$ cat src/srr_pkg.sv
// Shared types and constants for the selective-repeat receiver.
// No dependencies; used by the top level, front end, queue, back end and testbench package.
`default_nettype none
package srr_pkg;

  localparam int SEQ_W    = 16;
  localparam int CHK_W    = 32;
  localparam int WIN_W    = 6;
  localparam int Q_DEPTH  = 2;
  localparam logic [WIN_W-1:0] WIN_RESET = 6'd8;

  typedef struct packed {
    logic [SEQ_W-1:0] seq;
    logic [31:0]      high;
    logic [63:0]      middle;
    logic [63:0]      low;
  } pkt_t;

  typedef struct packed {
    logic [31:0] high;
    logic [63:0] middle;
    logic [63:0] low;
  } data_t;

  typedef struct packed {
    logic  valid;
    data_t data;
  } slot_t;

  typedef struct packed {
    logic valid;
    pkt_t pkt;
  } q_wr_t;

endpackage
`default_nettype wire

$ cat src/srr_fifo.sv
// Short packet queue between front and back ends.
// Uses srr_pkg.
`default_nettype none
module srr_fifo (
  input  wire logic           clk,
  input  wire logic           rst,
  input  wire srr_pkg::q_wr_t wr,
  output logic                full,
  output logic                rd_valid,
  output srr_pkg::pkt_t       rd_data,
  input  wire logic           pop
);

  localparam int PW = (srr_pkg::Q_DEPTH > 1) ? $clog2(srr_pkg::Q_DEPTH) : 1;
  localparam int CW = $clog2(srr_pkg::Q_DEPTH + 1);

  srr_pkg::pkt_t entry [srr_pkg::Q_DEPTH];
  logic [PW-1:0] wr_ptr;
  logic [PW-1:0] rd_ptr;
  logic [CW-1:0] count;
  logic          do_push;
  logic          do_pop;

  function automatic logic [PW-1:0] ptr_inc(input logic [PW-1:0] p);
    return (p == PW'(srr_pkg::Q_DEPTH - 1)) ? '0 : p + 1'b1;
  endfunction

  assign full     = (count == CW'(srr_pkg::Q_DEPTH));
  assign rd_valid = (count != '0);
  assign rd_data  = entry[rd_ptr];
  assign do_push  = wr.valid && !full;
  assign do_pop   = pop && rd_valid;

  always_ff @(posedge clk) begin
    if (rst) begin
      wr_ptr <= '0;
      rd_ptr <= '0;
      count  <= '0;
    end else begin
      if (do_push) begin
        wr_ptr <= ptr_inc(wr_ptr);
      end
      if (do_pop) begin
        rd_ptr <= ptr_inc(rd_ptr);
      end
      if (do_push && !do_pop) begin
        count <= count + 1'b1;
      end else if (do_pop && !do_push) begin
        count <= count - 1'b1;
      end
    end
    if (do_push) begin
      entry[wr_ptr] <= wr.pkt;
    end
  end

endmodule
`default_nettype wire

$ cat config.mk
export PLATFORM = sky130hd
export DESIGN_NAME = srr_fifo
export DESIGN_NICKNAME = d
export VERILOG_FILES = /design/src/srr_pkg.sv /design/src/srr_fifo.sv
export SDC_FILE = /design/constraint.sdc
export NUM_CORES = 1
export LEC_CHECK = 0
export BUFFER_PORTS_ARGS = -buffer_cell sky130_fd_sc_hd__buf_2
export CAP_MARGIN = 20
export CELL_PAD_IN_SITES_DETAIL_PLACEMENT = 0
export CELL_PAD_IN_SITES_GLOBAL_PLACEMENT = 2
export CORE_ASPECT_RATIO = 1.1
export CORE_MARGIN = 1.5
export CORE_UTILIZATION = 35
export DETAILED_ROUTE_END_ITERATION = 16
export PLACE_DENSITY = 0.77
export SLEW_MARGIN = 10
export SYNTH_ARGS = -nofsm -noshare
export SYNTH_HDL_FRONTEND = slang
export SYNTH_SLANG_ARGS = --single-unit
$ cat constraint.sdc
create_clock -name clk -period 5.9 [get_ports clk]
set_input_delay 1.18 -clock clk [delete_from_list [all_inputs] [get_ports clk]]
set_output_delay 1.18 -clock clk [all_outputs]
set_load 0.01 [all_outputs]
==> summary.md <==
| Metric | Value |
|---|---|
| Global routing usage on met2 | `21.91%` |
| Maximum clock path buffer count | `3` |
| Max-slew violation count | `0` |
| Final setup margin | `2.690 ns` |
| Status | `finished clean` |
| Residual DRC | `0` |
| Worst-path clk slew | `0.06 ns` |
| Clock Latency Late Sink | `0.53 ns` |
| Dpl ws | `2.521 ns` |
| Drt wl/cell | `17.93 um` |
| NumNets Final | `1,138` |
| Drt pass-1 iters | `4` |
| Worst hold slack | `0.4977 ns` |
| RePlAce Congestion | `0.7053` |
| Layout area overhead | `26.19%` |
| Most common cell in the netlist | `edfxtp_1` |
| Rel. slew slack | `37.48%` |
| Ys async rst share | `0%` |
| Root buffer cell | `clkbuf_16` |
| Register bit total from synthesis | `357` |
| Via density | `4.399` |
| Post-synth EDFFs | `352` |
| Hold Crit Start | `wr_ptr` |
| Die area | `39,770 um2` |
| Register Area | `10,670 um2` |
| PostCTS Resize Cnt | `0` |
| Largest net degree at the start of global routing | `112` |
| Overall Global Routing Usage | `13.07%` |
| Min Clock Period, post-route | `3.210 ns` |
| Endpoints failing setup | `0` |
| CP Data Required Time | `4.72 ns` |
| Top FF cell, synth | `edfxtp_1` |
| Vias in the first global route | `6,861` |
| Core ar. | `38,100 um2` |
| Leading area contributor after synthesis | `edfxtp_1` |
| Highest Clock Rate | `311.5 MHz` |
| Period utilisation layout | `54.41%` |
| Antenna Nets Post-Route | `0` |
| # hold bufs at CTS | `0` |
| Total Wirelength | `26.71 mm` |
| Leak | `6.564 nW` |
| Crit Path Max Fanout | `92` |
| CTS Sinks | `357` |
| CP Class | `reg -> out` |
| Post-synthesis sequential area ratio | `79.03%` |
| Synth Warn # | `0` |
| RSZ-0062 raised after global routing | `no` |
| Cell variety after synth | `16` |
| Power Density | `440.0 nW/um2` |
| Initial Util | `35.44%` |
| Fin util | `44.72%` |
| Initial antenna violation count | `5` |
| Vias | `6,555` |
| Fin. Hold Viols | `0` |
| Share of cells above drive strength 1 | `60.55%` |
| Die H | `209.0 um` |
| DR iter-0 viols | `296` |
| Busiest grt layer | `met2` |
| Post-route setup TNS | `0 ns` |
| Mapped Cells | `573` |
| HPWL Detailed | `17.63 mm` |
| Worst min-delay path category | `reg -> reg` |
| Setup Fix Bufs, Post-CTS | `0` |
| GRT Residual Overflow | `0` |
| Cell area after layout | `17,040 um2` |
| Commonest cells post-synth | `352 x edfxtp_1, 140 x mux2_4, 36 x mux2_2, 17 x buf_6, 5 x dfxtp_1` |
| Mapped Area | `13,500 um2` |
| First-pass GRT wire length | `38.96 mm` |
| I/O pin count | `358` |
| H-tree depth | `2` |
| CTS tree | `done` |
| Worst setup EP type | `primary output` |
| Worst r2r src | `count[0]` |
| Max Cap Viol | `0` |
| Num CTS Buffers | `39` |
| Filler instances | `3,370` |
| Multi-input gate area | `2620 um2` |
| Net Count, Synth | `754` |
| Port Buf Inserts | `357` |
| GR Util met3 | `4.249%` |
| Num rows | `75` |
| Main area contributors after synthesis | `edfxtp_1 78%, mux2_4 16%, mux2_2 3.0%` |
| Post-DP Area | `15,810 um2` |
| Slew @ Worst Pin | `0.9377 ns` |
| Met1 GRT Util | `14.96%` |
| Skew final | `0.009516 ns` |
| Crit start category | `register` |
| Avg Inst Size Synth | `23.56 um2` |
| Post-synth top area share | `78.29%` |
| Die width | `190.3 um` |
| Worst vdd ir | `0.0004244 V` |
| CP arrival | `2.03 ns` |
==> cell usage in the layout, fill, tap and decap left out, types with 7 or more instances in the layout <==
cell	count
buf_2	357
edfxtp_1	352
mux2_4	140
clkbuf_16	41
mux2_2	36
clkinv_1	9
clkbuf_1	7
clkinv_2	7
==> report_power, final <==
| part | leakage, nW | switching, mW | internal, mW |
|---|---|---|---|
| clock network | 0.592 | 0.934 | 1.35 |
| logic | 2.64 | 0.986 | 0.956 |
| registers | 3.33 | 0.0754 | 3.19 |
| total | 6.56 | 2.00 | 5.50 |
==> stage by stage <==
stage,std cells,power [mW]
final,1490,7.497
after global routing,1489,7.828
after global placement,1416,5.284
after CTS,1486,7.634
after floorplan,573,4.686
after detailed placement,1416,5.309
==> layer usage <==
metal | up-vias | share of wire (%) | wire length (um)
met5 | - | 0.12 | 31
met4 | 4 | 3.3 | 877
met3 | 59 | 8.3 | 2224
met2 | 244 | 50 | 13300
met1 | 3192 | 38 | 10280
li1 | 3056 | - | -
==> area by class of cell <==
type / count / area share, %
antenna: 4 / 0.05875
clock buffer: 48 / 6.176
clock inverter: 22 / 0.9473
inverter: 2 / 0.07344
multi-input combinational: 194 / 15.38
sequential: 357 / 62.65
tap: 500 / 3.672
timing repair buffer: 363 / 11.04
==> critical path, cell delays in order, from the launching register on <==
cell and delay (ns):
dfxtp_4 0.37, buf_12 0.45, mux2_4 0.35, buf_2 0.15
==> kinds of logic after synthesis <==
logic type / Yosys count / synth area share, %
XOR/XNOR: 3 / 0.1946
multiplexers: 176 / 18.57
adder cells (fa/ha/maj): 1 / 0.09266
AND/OR/NAND/NOR: 9 / 0.3429
AO/OA/AOI/OAI: 5 / 0.1853
buffers and inverters: 22 / 1.585
flip-flops: 357 / 79.03
==> final timing paths <==
path,endpoint,slack [ns],cells after the start
worst max-delay path,rd_data[63],2.69,3
worst min-delay path,wr_ptr,0.50,2
worst max register to register,entry[0][52],3.41,4
worst min register to register,wr_ptr,0.50,2
==> flip-flops by register name, indices dropped and copies added, names as in the netlist, named ones only <==
| signal | count |
|---|---|
| entry | 352 |
| wr_ptr | 1 |
| rd_ptr | 1 |
| count | 2 |
Note: power is estimated with default switching activity, not from simulation.
