==> src/srr_pkg.sv <==
// Shared types and constants for the selective-repeat receiver.
// No dependencies; used by the top level, front end, queue, back end and testbench package.
`default_nettype none
package srr_pkg;

  localparam int SEQ_W    = 16;
  localparam int CHK_W    = 32;
  localparam int WIN_W    = 6;
  localparam int Q_DEPTH  = 2;
  localparam logic [WIN_W-1:0] WIN_RESET = 6'd8;

  typedef struct packed {
    logic [SEQ_W-1:0] seq;
    logic [31:0]      high;
    logic [63:0]      middle;
    logic [63:0]      low;
  } pkt_t;

  typedef struct packed {
    logic [31:0] high;
    logic [63:0] middle;
    logic [63:0] low;
  } data_t;

  typedef struct packed {
    logic  valid;
    data_t data;
  } slot_t;

  typedef struct packed {
    logic valid;
    pkt_t pkt;
  } q_wr_t;

endpackage
`default_nettype wire

==> src/srr_pkt_if.sv <==
// Packet input channel: valid/ready plus the packet fields.
// Standalone, no dependencies.
`default_nettype none
interface srr_pkt_if;
  logic        valid;
  logic        ready;
  logic [15:0] seq_number;
  logic [15:0] ack_number;
  logic signed [31:0] check_value;
  logic [63:0] payload_low;
  logic [63:0] payload_middle;
  logic [31:0] payload_high;

  modport source (output valid, seq_number, ack_number, check_value, payload_low,
                  payload_middle, payload_high, input ready);
  modport sink (input valid, seq_number, ack_number, check_value, payload_low,
                payload_middle, payload_high, output ready);
endinterface
`default_nettype wire

==> src/srr_front.sv <==
// Front end: takes packets, verifies the checksum over two stages and
// pushes good packets into the queue. Uses srr_pkg and srr_pkt_if.
`default_nettype none
module srr_front (
  input  wire logic          clk,
  input  wire logic          rst,
  input  wire logic          hold,
  srr_pkt_if.sink            pkt_in,
  input  wire logic          q_full,
  output srr_pkg::q_wr_t     q_wr
);

  logic               a_valid;
  srr_pkg::pkt_t      a_pkt;
  logic [15:0]        a_ack;
  logic [31:0]        a_check;
  logic signed [10:0] a_part [4];

  logic [159:0]       all_bytes;
  logic signed [12:0] bsum;
  logic [31:0]        total;
  logic               ok;
  logic               a_free;

  function automatic logic signed [10:0] grp_sum(input logic [39:0] b);
    logic signed [10:0] s;
    s = '0;
    for (int i = 0; i < 5; i++) begin
      s = s + {{3{b[8*i+7]}}, b[8*i +: 8]};
    end
    return s;
  endfunction

  assign all_bytes = {pkt_in.payload_high, pkt_in.payload_middle, pkt_in.payload_low};

  assign bsum = {{2{a_part[0][10]}}, a_part[0]} + {{2{a_part[1][10]}}, a_part[1]}
              + {{2{a_part[2][10]}}, a_part[2]} + {{2{a_part[3][10]}}, a_part[3]};
  assign total = {16'b0, a_pkt.seq} + {16'b0, a_ack} + {{19{bsum[12]}}, bsum};
  assign ok = (total == a_check);

  assign a_free = !a_valid || !ok || !q_full;
  assign pkt_in.ready = !hold && a_free;

  assign q_wr.valid = a_valid && ok;
  assign q_wr.pkt   = a_pkt;

  always_ff @(posedge clk) begin
    if (rst) begin
      a_valid <= 1'b0;
    end else if (a_free) begin
      a_valid <= pkt_in.valid && pkt_in.ready;
    end
    if (pkt_in.valid && pkt_in.ready) begin
      a_pkt.seq    <= pkt_in.seq_number;
      a_pkt.low    <= pkt_in.payload_low;
      a_pkt.middle <= pkt_in.payload_middle;
      a_pkt.high   <= pkt_in.payload_high;
      a_ack        <= pkt_in.ack_number;
      a_check      <= $unsigned(pkt_in.check_value);
      for (int j = 0; j < 4; j++) begin
        a_part[j] <= grp_sum(all_bytes[40*j +: 40]);
      end
    end
  end

endmodule
`default_nettype wire

==> src/flat_wrapper.sv <==
// flat-port wrapper written by rule: the top's interface ports become plain ports
module srr_front_flat 
  (clk, rst, hold, q_full, q_wr, pkt_in_valid, pkt_in_seq_number, pkt_in_ack_number, pkt_in_check_value, pkt_in_payload_low, pkt_in_payload_middle, pkt_in_payload_high, pkt_in_ready);
  srr_pkt_if pkt_in_i ();
  input  wire logic clk;
  input  wire logic rst;
  input  wire logic hold;
  input  wire logic q_full;
  output srr_pkg::q_wr_t q_wr;
  input wire logic [$bits(pkt_in_i.valid)-1:0] pkt_in_valid;
  input wire logic [$bits(pkt_in_i.seq_number)-1:0] pkt_in_seq_number;
  input wire logic [$bits(pkt_in_i.ack_number)-1:0] pkt_in_ack_number;
  input wire logic [$bits(pkt_in_i.check_value)-1:0] pkt_in_check_value;
  input wire logic [$bits(pkt_in_i.payload_low)-1:0] pkt_in_payload_low;
  input wire logic [$bits(pkt_in_i.payload_middle)-1:0] pkt_in_payload_middle;
  input wire logic [$bits(pkt_in_i.payload_high)-1:0] pkt_in_payload_high;
  output wire logic [$bits(pkt_in_i.ready)-1:0] pkt_in_ready;
  assign pkt_in_i.valid = pkt_in_valid;
  assign pkt_in_i.seq_number = pkt_in_seq_number;
  assign pkt_in_i.ack_number = pkt_in_ack_number;
  assign pkt_in_i.check_value = pkt_in_check_value;
  assign pkt_in_i.payload_low = pkt_in_payload_low;
  assign pkt_in_i.payload_middle = pkt_in_payload_middle;
  assign pkt_in_i.payload_high = pkt_in_payload_high;
  assign pkt_in_ready = pkt_in_i.ready;
  srr_front u_core (.clk(clk), .rst(rst), .hold(hold), .pkt_in(pkt_in_i), .q_full(q_full), .q_wr(q_wr));
endmodule
==> config.mk <==
export PLATFORM = sky130hd
export DESIGN_NAME = srr_front_flat
export DESIGN_NICKNAME = d
export VERILOG_FILES = /design/src/srr_pkg.sv /design/src/srr_pkt_if.sv /design/src/srr_front.sv /design/src/flat_wrapper.sv
export SDC_FILE = /design/constraint.sdc
export NUM_CORES = 1
export LEC_CHECK = 0
export BUFFER_PORTS_ARGS = -buffer_cell sky130_fd_sc_hd__buf_2
export CAP_MARGIN = 0
export CORE_MARGIN = 2
export CORE_UTILIZATION = 54
export DETAILED_ROUTE_END_ITERATION = 16
export HOLD_SLACK_MARGIN = 0.15
export PLACE_DENSITY = 0.81
export SYNTH_ARGS = -nofsm -noshare
export SYNTH_HDL_FRONTEND = slang
export SYNTH_SLANG_ARGS = --single-unit
==> constraint.sdc <==
create_clock -name clk -period 21.1 [get_ports clk]
set_input_delay 1.055 -clock clk [delete_from_list [all_inputs] [get_ports clk]]
set_output_delay 1.055 -clock clk [all_outputs]
set_load 0.03 [all_outputs]
==> key figures <==
Yosys
  • Asr flop ratio synth: 0%
  • Synth area leaders: edfxtp_1, fa_1, ha_1
  • Post-Syn Instances: 1197
  • Avg Inst Size Synth: 13.02 um2
  • #FFs+latches synth: 269
  • Synthesis Warnings: 0
  • Share of the synthesized area in the top cell type: 51.65%
  • Sequential fraction of the synthesis area: 51.78%
  • Synthesized area: 0.01558 mm2
  • Post-synth EDFFs: 268
  • Synth area leader: edfxtp_1
  • Count leader, synth: edfxtp_1
  • Predominant post-synthesis flop cell: edfxtp_1
  • Commonest cells in the netlist: edfxtp_1, inv_1, ha_1, fa_1, a21oi_1
  • Syn_nets: 1642
  • Library cells used by synthesis: 63

Die
  • Die ar.: 0.03023 mm2
  • # rows: 62
  • IO Count: 407
  • Starting Density: 54.58%
  • Core area: 0.02855 mm2
  • Die H: 173.9 um
  • Chip width: 173.9 um

CTS
  • Clock network latency to the later pin of the worst-skew pair: 0.56 ns
  • Clock tree buffer depth: 3
  • Root Buffer: clkbuf_16
  • CTS sink cnt: 269
  • Total CTS buffers: 30
  • CTS tree: done
  • CTS H-tree depth: 1
  • Hold-fix buffers, CTS: 0
  • Postcts setup bufs: 0
  • CTS clk-pin slew, worst paths: 0.06 ns
  • Resized cells post-CTS: 0

Setup path
  • Worst endpoint required time: 21.27 ns
  • CP peak stage delay: 0.80 ns
  • Critical Path Source Type: flip-flop
  • Type of the worst setup path: flip-flop to flip-flop
  • Crit. End Element: flip-flop
  • Crit path max fanout: 75
  • Slowest stage cell, crit path: buf_4
  • WP data arrival: 9.24 ns

STA
  • Slew @ Worst Pin: 0.9940 ns
  • Sum Neg Setup Slack: 0 ns
  • Part of the cycle the worst path needs: 43.00%
  • Unrepaired setup endpoints after global routing: no
  • Final Skew: 0.01568 ns
  • Fmax: 0.1102 GHz
  • Final Hold Vio Count: 0
  • Period minus WS final: 9.072 ns
  • Final setup violating endpoints: 0
  • Max-slew violations: 0
  • Worst slew margin: 33.73%

Cells and area
  • Nets: 2079
  • Area delta synth->final: 22.21%
  • Fillers: 2170
  • Fraction of layout cells with a size suffix above 1: 28.55%
  • # diodes: 0

Global routing
  • Vias in the first global route: 11340
  • GR Overflow Total: 0
  • First-pass GRT wire length: 56970 um
  • All-Layer GR Usage: 23.88%
  • Largest net degree at the start of global routing: 77
  • Initial antenna violation count: 0

Placement
  • Post-DP HPWL: 28470 um
  • PortBufs: 406
  • GP Congestion: 0.8430

Routing
  • TritonRoute pass-1 iters: 5
  • DRT iter0 DRCs: 474
  • Antenna-violating nets left: 0
  • # DRC: 0
  • Aggregate routed wire length: 36100 um
  • Avg WL per Cell: 17.69 um
  • Vias per inst: 5.170
  • Vias: 10550

Status
  • Outcome: finished clean

Min path
  • Min-Delay Path Class: input port to flip-flop

Flow run
  • Max Cap Violations: 0
critical path, delay by kind of cell (launching register included):
kind / cells / cell delay, ns
compound gates: 13 / 2.73
buf+inv: 6 / 2.52
xor+xnor: 2 / 0.37
simple gates: 9 / 1.00
fa+ha+maj: 5 / 1.51
flops: 1 / 0.38
worst paths after layout:
path         cells past startpoint                           from  slack, ns                             to
min reg2reg                      4   u_core.a_check[30]$_DFFE_PP_       0.80    u_core.a_valid$_SDFFE_PP0P_
max                             35  u_core.a_part[0][0]$_DFFE_PP_      12.03  u_core.a_part[3][0]$_DFFE_PP_
max reg2reg                     35  u_core.a_part[0][0]$_DFFE_PP_      12.03  u_core.a_part[3][0]$_DFFE_PP_
min                              2                            rst       0.66    u_core.a_valid$_SDFFE_PP0P_
layer usage:
| layer | share of wire [%] | global-route usage [%] | vias to the layer above |
|---|---|---|---|
| li1 | - | - | 5070 |
| met1 | 38 | 27.78 | 5076 |
| met2 | 53 | 44.29 | 343 |
| met3 | 5.9 | 5.088 | 63 |
| met4 | 2.9 | 6.898 | 0 |
| met5 | 0 | 0 | - |
per-stage QoR:
stage | util, % | hold slack (ns) | area [um2] | worst slack (ns) | cells
finish | 66.69 | 0.6591 | 19040 | 12.03 | 2041
global route | 66.69 | 0.6398 | 19040 | 11.10 | 2041
CTS | 66.69 | 0.6345 | 19040 | 12.10 | 2041
detailed placement | 63.37 | 0.7662 | 18090 | 12.14 | 1986
global placement | 63.37 | 0.7766 | 18090 | 12.53 | 1986
floorplan | - | 0.6915 | 15580 | 3.462 | 1197
flip-flops by register name (all words and copies together), names as in the netlist:
name            count
u_core.a_ack       16
u_core.a_check     32
u_core.q_wr       176
u_core.a_part      44
u_core.a_valid      1
cell usage in the layout, fill, tap and decap left out, types with 9 or more instances in the layout:
master and instances:
nand2b_1 10, nor2_1 46, edfxtp_1 268, a21oi_1 80, clkinv_1 9, buf_2 406, nor2b_1 20, ha_1 128
a21o_1 25, xnor2_1 72, clkbuf_16 30, fa_1 88, o21ai_0 27, inv_1 210, nand3_1 13, nand2_1 26
o21a_1 11, xor2_1 36, o21bai_1 27
logic make-up (layout without fill, tap and decap cells):
logic type	Yosys count	count (layout)	share of synthesized area (%)
AO/OA/AOI/OAI	226	226	9.669
XOR/XNOR	108	108	6.071
adder cells (fa/ha/maj)	217	217	21.65
buffers and inverters	216	676	5.365
flip-flops	269	269	51.78
multiplexers	8	8	0.5461
AND/OR/NAND/NOR	153	153	4.915
layout make-up:
type	instances	area [um2]	area share, %
sequential	269	8068	42.37
multi-input combinational	712	6684	35.11
timing repair buffer	411	2069	10.87
inverter	210	788.3	4.140
clock buffer	37	777.0	4.081
tap	384	480.5	2.523
clock inverter	18	172.7	0.9069
Power is left out: the tool's default activity adds up to more than one toggle a clock period on the data nets, which glitch-free logic cannot reach.
